<file path="src/rtl/core/hrci_pkg.sv">
// ----------------------------------------------------------------------------
// hrci_pkg: shared types and constants
// Operation codes, configuration register indexes, the configuration bundle
// and the sequencer states of the row/column interchange block.
// ----------------------------------------------------------------------------
`default_nettype none

package hrci_pkg;

  // One stored entry is {imag, real}, 64 bits each
  localparam int unsigned PART_W = 64;
  localparam int unsigned DATA_W = 2 * PART_W;
  localparam int unsigned SIGN_BIT = PART_W - 1;

  localparam int unsigned IDX_W = 6;
  localparam int unsigned SIZE_W = 7;
  localparam int unsigned CFG_IDX_W = 2;
  localparam int unsigned CFG_DATA_W = 7;

  typedef enum logic [1:0] {
    OP_WRITE = 2'd0,
    OP_READ  = 2'd1,
    OP_SWAP  = 2'd2,
    OP_NONE  = 2'd3
  } op_e;

  typedef enum logic [CFG_IDX_W-1:0] {
    CFG_SIZE  = 2'd0,
    CFG_LOWER = 2'd1,
    CFG_CONJ  = 2'd2,
    CFG_SKEW  = 2'd3
  } cfg_idx_e;

  typedef struct packed {
    logic [SIZE_W-1:0] size;
    logic              lower;
    logic              conj;
    logic              skew;
  } cfg_t;

  typedef enum logic [2:0] {
    S_IDLE,
    S_READ,
    S_PA,
    S_PB,
    S_WA,
    S_WB
  } state_e;

endpackage

`default_nettype wire

</file>
<file path="src/rtl/core/hrci_engine.sv">
// ----------------------------------------------------------------------------
// hrci_engine: command sequencer and swap datapath
// Decodes a command, checks indices, and for an interchange walks i over
// 0..n-1, doing one read-read-write-write pair exchange per step through the
// single RAM port.
// ----------------------------------------------------------------------------
`default_nettype none

module hrci_engine
  import hrci_pkg::*;
#(
  parameter int unsigned MAX_ORDER = 64
) (
  input  wire logic                                    clk_i,
  input  wire logic                                    rst_ni,
  input  wire logic                                    start_i,
  output logic                                         busy_o,
  input  wire logic [1:0]                              op_i,
  input  wire logic [IDX_W-1:0]                        row_index_i,
  input  wire logic [IDX_W-1:0]                        col_index_i,
  input  wire logic [PART_W-1:0]                       real_bits_i,
  input  wire logic [PART_W-1:0]                       imag_bits_i,
  input  wire logic [IDX_W-1:0]                        first_index_i,
  input  wire logic [IDX_W-1:0]                        second_index_i,
  input  wire cfg_t                                    cfg_i,
  output logic                                         ram_en_o,
  output logic                                         ram_we_o,
  output logic [$clog2(MAX_ORDER*MAX_ORDER)-1:0]       ram_addr_o,
  output logic [DATA_W-1:0]                            ram_wdata_o,
  input  wire logic [DATA_W-1:0]                       ram_rdata_i,
  output logic                                         done_o,
  output logic [PART_W-1:0]                            read_real_o,
  output logic [PART_W-1:0]                            read_imag_o,
  output logic                                         status_o
);

  localparam int unsigned IW = $clog2(MAX_ORDER);
  localparam int unsigned AW = $clog2(MAX_ORDER * MAX_ORDER);
  localparam int unsigned NW = $clog2(MAX_ORDER + 1);
  localparam int unsigned SW = (NW > SIZE_W) ? NW : SIZE_W;

  // Entry (r,c) lives at r + c*MAX_ORDER
  function automatic logic [AW-1:0] addr_of(input logic [IW-1:0] r, input logic [IW-1:0] c);
    return AW'(r) + AW'(c) * AW'(MAX_ORDER);
  endfunction

  state_e            state_q, state_d;
  logic [NW-1:0]     i_q, i_d;
  logic [NW-1:0]     n_q, n_d;
  logic [IW-1:0]     k_q, k_d;
  logic [IW-1:0]     l_q, l_d;
  logic [DATA_W-1:0] a_q, a_d;
  logic              done_q, done_d;
  logic              status_q, status_d;
  logic [PART_W-1:0] rd_real_q, rd_real_d;
  logic [PART_W-1:0] rd_imag_q, rd_imag_d;

  // Effective order, indices widened for compares
  logic [SW-1:0] size_ext, n_ext, row_ext, col_ext, k_ext, l_ext;
  logic          elem_ok;

  assign size_ext = SW'(cfg_i.size);
  assign n_ext    = (size_ext > SW'(MAX_ORDER)) ? SW'(MAX_ORDER) : size_ext;
  assign row_ext  = SW'(row_index_i);
  assign col_ext  = SW'(col_index_i);
  assign k_ext    = SW'(first_index_i);
  assign l_ext    = SW'(second_index_i);
  assign elem_ok  = (row_ext < n_ext) && (col_ext < n_ext);

  // Sign flip mask for crossed and corner entries
  logic [DATA_W-1:0] flip_mask;
  assign flip_mask = {(cfg_i.conj ^ cfg_i.skew), {(PART_W-1){1'b0}},
                      cfg_i.skew, {(PART_W-1){1'b0}}};

  // Pair of entries for step i, in lower-triangle coordinates
  logic [IW-1:0]     ic, ra, ca, rb, cb;
  logic              flip;
  logic [AW-1:0]     addr_a, addr_b;
  logic [DATA_W-1:0] mask;

  assign ic = i_q[IW-1:0];

  always_comb begin
    priority if (ic < k_q) begin
      ra = k_q; ca = ic;  rb = l_q; cb = ic;  flip = 1'b0;
    end else if (ic == k_q) begin
      ra = l_q; ca = k_q; rb = l_q; cb = k_q; flip = 1'b1;
    end else if (ic < l_q) begin
      ra = ic;  ca = k_q; rb = l_q; cb = ic;  flip = 1'b1;
    end else if (ic == l_q) begin
      ra = k_q; ca = k_q; rb = l_q; cb = l_q; flip = 1'b0;
    end else begin
      ra = ic;  ca = k_q; rb = ic;  cb = l_q; flip = 1'b0;
    end
  end

  // Upper triangle is the transpose of the same walk
  assign addr_a = cfg_i.lower ? addr_of(ra, ca) : addr_of(ca, ra);
  assign addr_b = cfg_i.lower ? addr_of(rb, cb) : addr_of(cb, rb);
  assign mask   = flip ? flip_mask : '0;

  // Next state and RAM control
  always_comb begin
    state_d     = state_q;
    i_d         = i_q;
    n_d         = n_q;
    k_d         = k_q;
    l_d         = l_q;
    a_d         = a_q;
    done_d      = 1'b0;
    status_d    = status_q;
    rd_real_d   = '0;
    rd_imag_d   = '0;
    ram_en_o    = 1'b0;
    ram_we_o    = 1'b0;
    ram_addr_o  = addr_a;
    ram_wdata_o = {imag_bits_i, real_bits_i};

    unique case (state_q)
      S_IDLE: begin
        if (start_i) begin
          ram_addr_o = addr_of(row_ext[IW-1:0], col_ext[IW-1:0]);
          unique case (op_e'(op_i))
            OP_WRITE: begin
              done_d   = 1'b1;
              status_d = !elem_ok;
              ram_en_o = elem_ok;
              ram_we_o = 1'b1;
            end
            OP_READ: begin
              if (elem_ok) begin
                ram_en_o = 1'b1;
                state_d  = S_READ;
              end else begin
                done_d   = 1'b1;
                status_d = 1'b1;
              end
            end
            OP_SWAP: begin
              if ((n_ext == '0) || (k_ext == l_ext)) begin
                done_d   = 1'b1;
                status_d = 1'b0;
              end else if ((k_ext > l_ext) || (l_ext >= n_ext)) begin
                done_d   = 1'b1;
                status_d = 1'b1;
              end else begin
                k_d     = k_ext[IW-1:0];
                l_d     = l_ext[IW-1:0];
                n_d     = n_ext[NW-1:0];
                i_d     = '0;
                state_d = S_PA;
              end
            end
            OP_NONE: begin
              done_d   = 1'b1;
              status_d = 1'b1;
            end
            default: begin
              done_d   = 1'b1;
              status_d = 1'b1;
            end
          endcase
        end
      end
      S_READ: begin
        done_d    = 1'b1;
        status_d  = 1'b0;
        rd_real_d = ram_rdata_i[PART_W-1:0];
        rd_imag_d = ram_rdata_i[DATA_W-1:PART_W];
        state_d   = S_IDLE;
      end
      // read first entry of the pair
      S_PA: begin
        ram_en_o = 1'b1;
        state_d  = S_PB;
      end
      // read second entry, capture first
      S_PB: begin
        ram_en_o   = 1'b1;
        ram_addr_o = addr_b;
        a_d        = ram_rdata_i;
        state_d    = S_WA;
      end
      // first <- f(second); read data still holds second
      S_WA: begin
        ram_en_o    = 1'b1;
        ram_we_o    = 1'b1;
        ram_wdata_o = ram_rdata_i ^ mask;
        state_d     = S_WB;
      end
      // second <- f(first), then next step or finish
      S_WB: begin
        ram_en_o    = 1'b1;
        ram_we_o    = 1'b1;
        ram_addr_o  = addr_b;
        ram_wdata_o = a_q ^ mask;
        if (i_q == n_q - NW'(1)) begin
          done_d   = 1'b1;
          status_d = 1'b0;
          state_d  = S_IDLE;
        end else begin
          i_d     = i_q + NW'(1);
          state_d = S_PA;
        end
      end
      default: state_d = S_IDLE;
    endcase
  end

  // Control registers
  always_ff @(posedge clk_i or negedge rst_ni) begin
    if (!rst_ni) begin
      state_q <= S_IDLE;
      done_q  <= 1'b0;
    end else begin
      state_q <= state_d;
      done_q  <= done_d;
    end
  end

  // Payload registers
  always_ff @(posedge clk_i) begin
    i_q       <= i_d;
    n_q       <= n_d;
    k_q       <= k_d;
    l_q       <= l_d;
    a_q       <= a_d;
    status_q  <= status_d;
    rd_real_q <= rd_real_d;
    rd_imag_q <= rd_imag_d;
  end

  assign busy_o      = (state_q != S_IDLE);
  assign done_o      = done_q;
  assign status_o    = status_q;
  assign read_real_o = rd_real_q;
  assign read_imag_o = rd_imag_q;

endmodule

`default_nettype wire

</file>
<file path="config.mk">
export PLATFORM = sky130hd
export DESIGN_NAME = hrci_engine
export DESIGN_NICKNAME = d
export VERILOG_FILES = /design/src/rtl/core/hrci_pkg.sv /design/src/rtl/core/hrci_engine.sv
export SDC_FILE = /design/constraint.sdc
export NUM_CORES = 1
export LEC_CHECK = 0
export BUFFER_PORTS_ARGS = -buffer_cell sky130_fd_sc_hd__buf_2
export CAP_MARGIN = 20
export CORE_AREA = 4 4 218 220
export CTS_CLUSTER_SIZE = 8
export DETAILED_ROUTE_END_ITERATION = 10
export DIE_AREA = 0 0 222 224
export SLEW_MARGIN = 10
export SYNTH_ARGS = -nofsm -noshare
export SYNTH_HDL_FRONTEND = slang
export SYNTH_SLANG_ARGS = --single-unit
</file>
<file path="constraint.sdc">
create_clock -name clk_i -period 4.5 [get_ports clk_i]
set_input_delay 0.9 -clock clk_i [delete_from_list [all_inputs] [get_ports clk_i]]
set_output_delay 0.9 -clock clk_i [all_outputs]
set_load 0.005 [all_outputs]
</file>
* Yosys cells after proc, flatten, opt, wreduce, memory -nomap -nowiden *
Cells that the tools add are included.

storage, ports and cells
  register bits = 287

cells by class
  reductions and logical operators = 18
  order comparisons = 7
  $add $sub $neg = 7
  eq/ne operators = 24
  mux-type cells = 56
  bitwise operators = 5

operators with widths
  cell                                                           count
  128-bit one-hot mux with 2 select lines                        1
  128-bit bitwise XOR                                            2
  128-bit two-way mux                                            1
  6-bit two-way mux                                              12
  6-bit by 12-bit adder with 12-bit output                       5
  7-bit two-way mux                                              6
  12-bit two-way mux                                             3
  12-bit one-hot mux with 2 select lines                         1
  6-bit == test                                                  3
  1-bit two-way mux                                              17
  3-bit one-hot mux with 5 select lines                          1
  5-bit AND reduction                                            3
  6-bit by 7-bit < comparator with 1-bit output                  2
  7-bit one-hot mux with 2 select lines                          1
  6-bit < comparator                                             2
  3-bit two-way mux                                              4
  3-bit inequality test, second input constant                   4
  2-bit inequality test, second input constant                   5
  1-bit one-hot mux with 3 select lines                          3
  7-bit by 1-bit adder with 7-bit output, second input constant  1
  7-bit == test                                                  1
  6-bit by 7-bit >= comparator with 1-bit output                 1
  7-bit > comparator, second input constant                      1
  7-bit zero test                                                1
  26 further kinds                                               36

* Depth between registers and ports, before layout *
  depth after elaboration = 9
  depth in mapped cells = 10

* Worst setup path after synthesis *
OpenSTA, ideal clock, no wires.

  kind = register to register
  from = register state_q[0]
  to = register a_q[0], enable pin
  cell stages (with the launch flop) = 4
  setup slack = 0.824 ns
  required time = 4.020 ns
  buffers on the path = 1
  arrival = 3.195 ns
  cells stage by stage = dfrtp_1 clkbuf_1 nand3b_1 inv_1

on the way
  longest elaborated chain between the ends = 1

ends and longest elaborated chain
  item                                      RTL line            source
  start, declared                           hrci_engine.sv:47   state_e state_q, state_d;
  start signal, assigned                    hrci_engine.sv:216  state_q <= state_d;
  3-bit by 2-bit == test with 1-bit output  hrci_engine.sv:119  unique case (state_q)
  end signal, assigned                      hrci_engine.sv:227  a_q <= a_d;
  end, declared                             hrci_engine.sv:52   logic [DATA_W-1:0] a_q, a_d;

Every way passes these cells.
A chain may end at the register's enable or synchronous reset.

* Final worst setup path *
  from = register i_q[3]
  to = output port ram_addr_o[1]

on the way
  longest elaborated chain between the ends = 9
  elaborated cells between the ends (all ways) = 24

ends and longest elaborated chain
  item                                                                                              RTL line            source
  start, declared                                                                                   hrci_engine.sv:48   logic [NW-1:0] i_q, i_d;
  start signal, assigned                                                                            hrci_engine.sv:223  i_q <= i_d;
  parallel branches: the longest is 8 deep, another holds 6-bit by 12-bit adder with 12-bit output  n/a
  12-bit one-hot mux with 2 select lines *                                                          hrci_engine.sv:119
  end, declared                                                                                     hrci_engine.sv:28   output logic [$clog2(MAX_ORDER*MAX_ORDER)-1:0] ram_addr_o,

Mark *: on every way between the ends.

==> results.json <==
{
  "status": "finished, final reports clean",
  "vias": 11600,
  "overflow": 0,
  "ys.flop_type": "edfxtp_1",
  "avgViaCountPerCell": 4.76,
  "synth_cells": 1245,
  "hold_violations": 0,
  "syn_nets": 1580,
  "cts_made_buffers": 42,
  "min_period_ps": 4290,
  "rrSetupSlack_ps": 1590,
  "swShare": 0.320,
  "crit_path_frequent_cell": "a211o_1",
  "synth_seq_cells": 287,
  "gp_congestion": 0.894,
  "postCtsHoldBufs": 0,
  "yosysTopAreaCell": "edfxtp_1",
  "die_h_um": 224,
  "finalPower_uw": 9380,
  "startpoint_type": "flop",
  "max_slew_margin": 0.334,
  "synth_area_sq_um": 13500,
  "synth_cell_types": 70,
  "drc_errors": 0,
  "antenna_found_initial": 12,
  "power_leakage_uw": 0.00829,
  "n_fill_cell": 4546,
  "path_clk_slew_ps": 50,
  "slowest_delay_ps": 690,
  "dieArea_sq_um": 49700,
  "clkLatencyLatePin_ps": 540,
  "wl_per_cell_um": 19.9,
  "cp_data_arrival_time_ps": 3390,
  "synth_top_area_frac": 0.346,
  "synth_edf_count": 155,
  "die_w_um": 222,
  "initial_core_util": 0.297,
  "grt_max_degree": 122,
  "placed_area_sq_um": 16900,
  "core_area_sq_um": 45300,
  "fin_util": 0.402,
  "hold_path_class": "input pin to async pin",
  "ant_nets": 0,
  "power.internal_uw": 6380,
  "ir_worst_vdd_mv": 0.357,
  "fin_crit_sh": 0.954,
  "cts_tree": "yes",
  "grt_pass1_vias": 11800,
  "yosysMostFrequentCell": "nand2_1",
  "synthTopCellsByCount": "nand2_1, edfxtp_1, mux2i_1",
  "grt_pass1_wl_um": 70600,
  "wirelength_um": 48300,
  "crit_required_ps": 3600,
  "dp_hpwl_um": 37200,
  "final_layout_size_suffix_gt1_frac": 0.359,
  "power_density_nw_per_um2": 515,
  "r2r_start": "n_q[0]$_DFFE_PP_",
  "seqPwrFrac": 0.374,
  "firstDrtPassIters": 6,
  "worstSetupPathType": "flop to output port",
  "tightest_slew_ps": 999,
  "finalSetupViolCount": 0,
  "area_growth_pct": 35.2,
  "avgSynthCellArea_sq_um": 10.8,
  "async_flop_share": 0.0139,
  "cts_htree_levels": 2,
  "drt_iter0_markers": 754,
  "fmax_ghz": 0.233,
  "design_area_sq_um": 18200,
  "r2r_end": "i_q[3]$_SDFFCE_PN0P_",
  "ios": 568,
  "crit_path_max_fanout": 13,
  "clkPwrFrac": 0.313,
  "io_buffers": 567,
  "drv_cap": 0,
  "r2r_cells": 8,
  "crit_chain": "ha_1 -> a211o_1 -> a2111oi_2 -> o32ai_1 -> buf_4 -> or2_2 -> mux2i_1 -> a211o_1 -> buf_2",
  "fin_cells": 2434,
  "p_sw_uw": 3000,
  "skew_ps": 29.8,
  "slew_violations": 0,
  "critPathCaptureType": "output port",
  "combPwrFrac": 0.313,
  "layout.nets": 2129,
  "synthTopCellsByArea": "edfxtp_1, dfxtp_1, mux2i_1",
  "clockRootBuffer": "clkbuf_16",
  "ys_warn_count": 0,
  "numClockSinks": 287,
  "rsz0062_at_grt": "false",
  "dp.cells": 2348,
  "cp_slowest_cell": "edfxtp_1",
  "ctsLongestPathBuffers": 3,
  "setup_tns_ps": 0,
  "yosysSeqAreaShare": 0.543,
  "grtUsageTotal": 0.182,
  "rows": 78
}
## cells by family after synthesis
family | synth area share
simple gates | 0.159
buf+inv | 0.0343
flops | 0.543
xor+xnor | 0.0134
compound gates | 0.0956
mux | 0.117
fa+ha+maj | 0.0372
## worst max path at each step
stage | depth (start not counted) | startpoint | endpoint | slack, ps
after global placement | 7 | i_q[5]$_SDFFCE_PN0P_ | ram_addr_o[5] | 590
after CTS | 9 | i_q[3]$_SDFFCE_PN0P_ | ram_addr_o[1] | 160
final | 9 | i_q[3]$_SDFFCE_PN0P_ | ram_addr_o[1] | 210
after global routing | 7 | i_q[5]$_SDFFCE_PN0P_ | ram_addr_o[5] | 6
after detailed placement | 8 | i_q[1]$_SDFFCE_PN0P_ | ram_addr_o[5] | 520
after floorplan | 3 | state_q[0]$_DFFE_PN0P_ | a_q[0]$_DFFE_PP_ | 820
## flip-flops by register name, summed over array words and instances (netlist names)
signal and count:
a_q 128, read_imag_o 64, read_real_o 64, i_q 7, n_q 7, k_q 6
l_q 6, state_q 3, done_o 1, status_o 1
## per-layer routing
metal  vias up  global-route usage  share of wire
met5         -                   0        0.00014
met4         2              0.0558          0.023
met3        71              0.0536          0.075
met2       446               0.320           0.51
met1      5538               0.217           0.40
li1       5529                   -              -
## critical path, delay by kind of cell, from the launching register on
| kind | cells | cell delay, ps |
|---|---|---|
| multiplexers | 1 | 130 |
| AND/OR/NAND/NOR | 1 | 320 |
| adder cells (fa/ha/maj) | 1 | 350 |
| buffers and inverters | 2 | 330 |
| AO/OA/AOI/OAI | 4 | 1040 |
| flip-flops | 1 | 690 |
## through the flow
step	hold WS, ps	worst slack [ps]
6_report	161	209
5_1_grt	126	5.89
4_1_cts	114	162
3_5_place_dp	716	516
3_3_place_gp	694	590
2_1_floorplan	604	824
## cell usage in the layout, fill, tap and decap left out, types with 7 or more instances in the layout
cell type  instances
nor3_1             9
o211ai_1          11
diode_2            7
nand2_1          172
ha_1              40
a21oi_1           11
buf_2            567
dfxtp_1          128
nand4_1           12
nand3_1           18
nor2_1            19
clkbuf_16         43
clkbuf_1          29
xor2_1             9
mux2i_1          147
buf_4             13
nand2b_1          11
inv_1             36
xnor2_1            9
o21ai_0          138
nor2b_1            9
and2_1           131
edfxtp_1         155
## power groups by stage
| stage | combinational, uW | sequential (uW) | clock [uW] |
|---|---|---|---|
| after floorplan | 1580 | 3550 | 0 |
| after CTS | 2980 | 3510 | 3030 |
| final | 2940 | 3510 | 2940 |
| after global placement | 2960 | 3540 | 0 |
| after detailed placement | 2970 | 3550 | 0 |
| after global routing | 3200 | 3560 | 3150 |
## layout make-up
class                           count  area (sq um)  area share
Clock buffer                       73          1200      0.0658
Sequential cell                   287          7320       0.402
Tap cell                          600           751      0.0412
Inverter                           37           144     0.00790
Timing Repair Buffer              584          3020       0.166
Multi-Input combinational cell    842          5720       0.314
Clock inverter                      4          42.5     0.00234
Antenna cell                        7          17.5    0.000962
## what timing repair did
action	in CTS	in global routing
buffers inserted	2	0
endpoints found under the setup margin	8	0
resized for setup	2	0
Power figures use the tool's default switching activity.
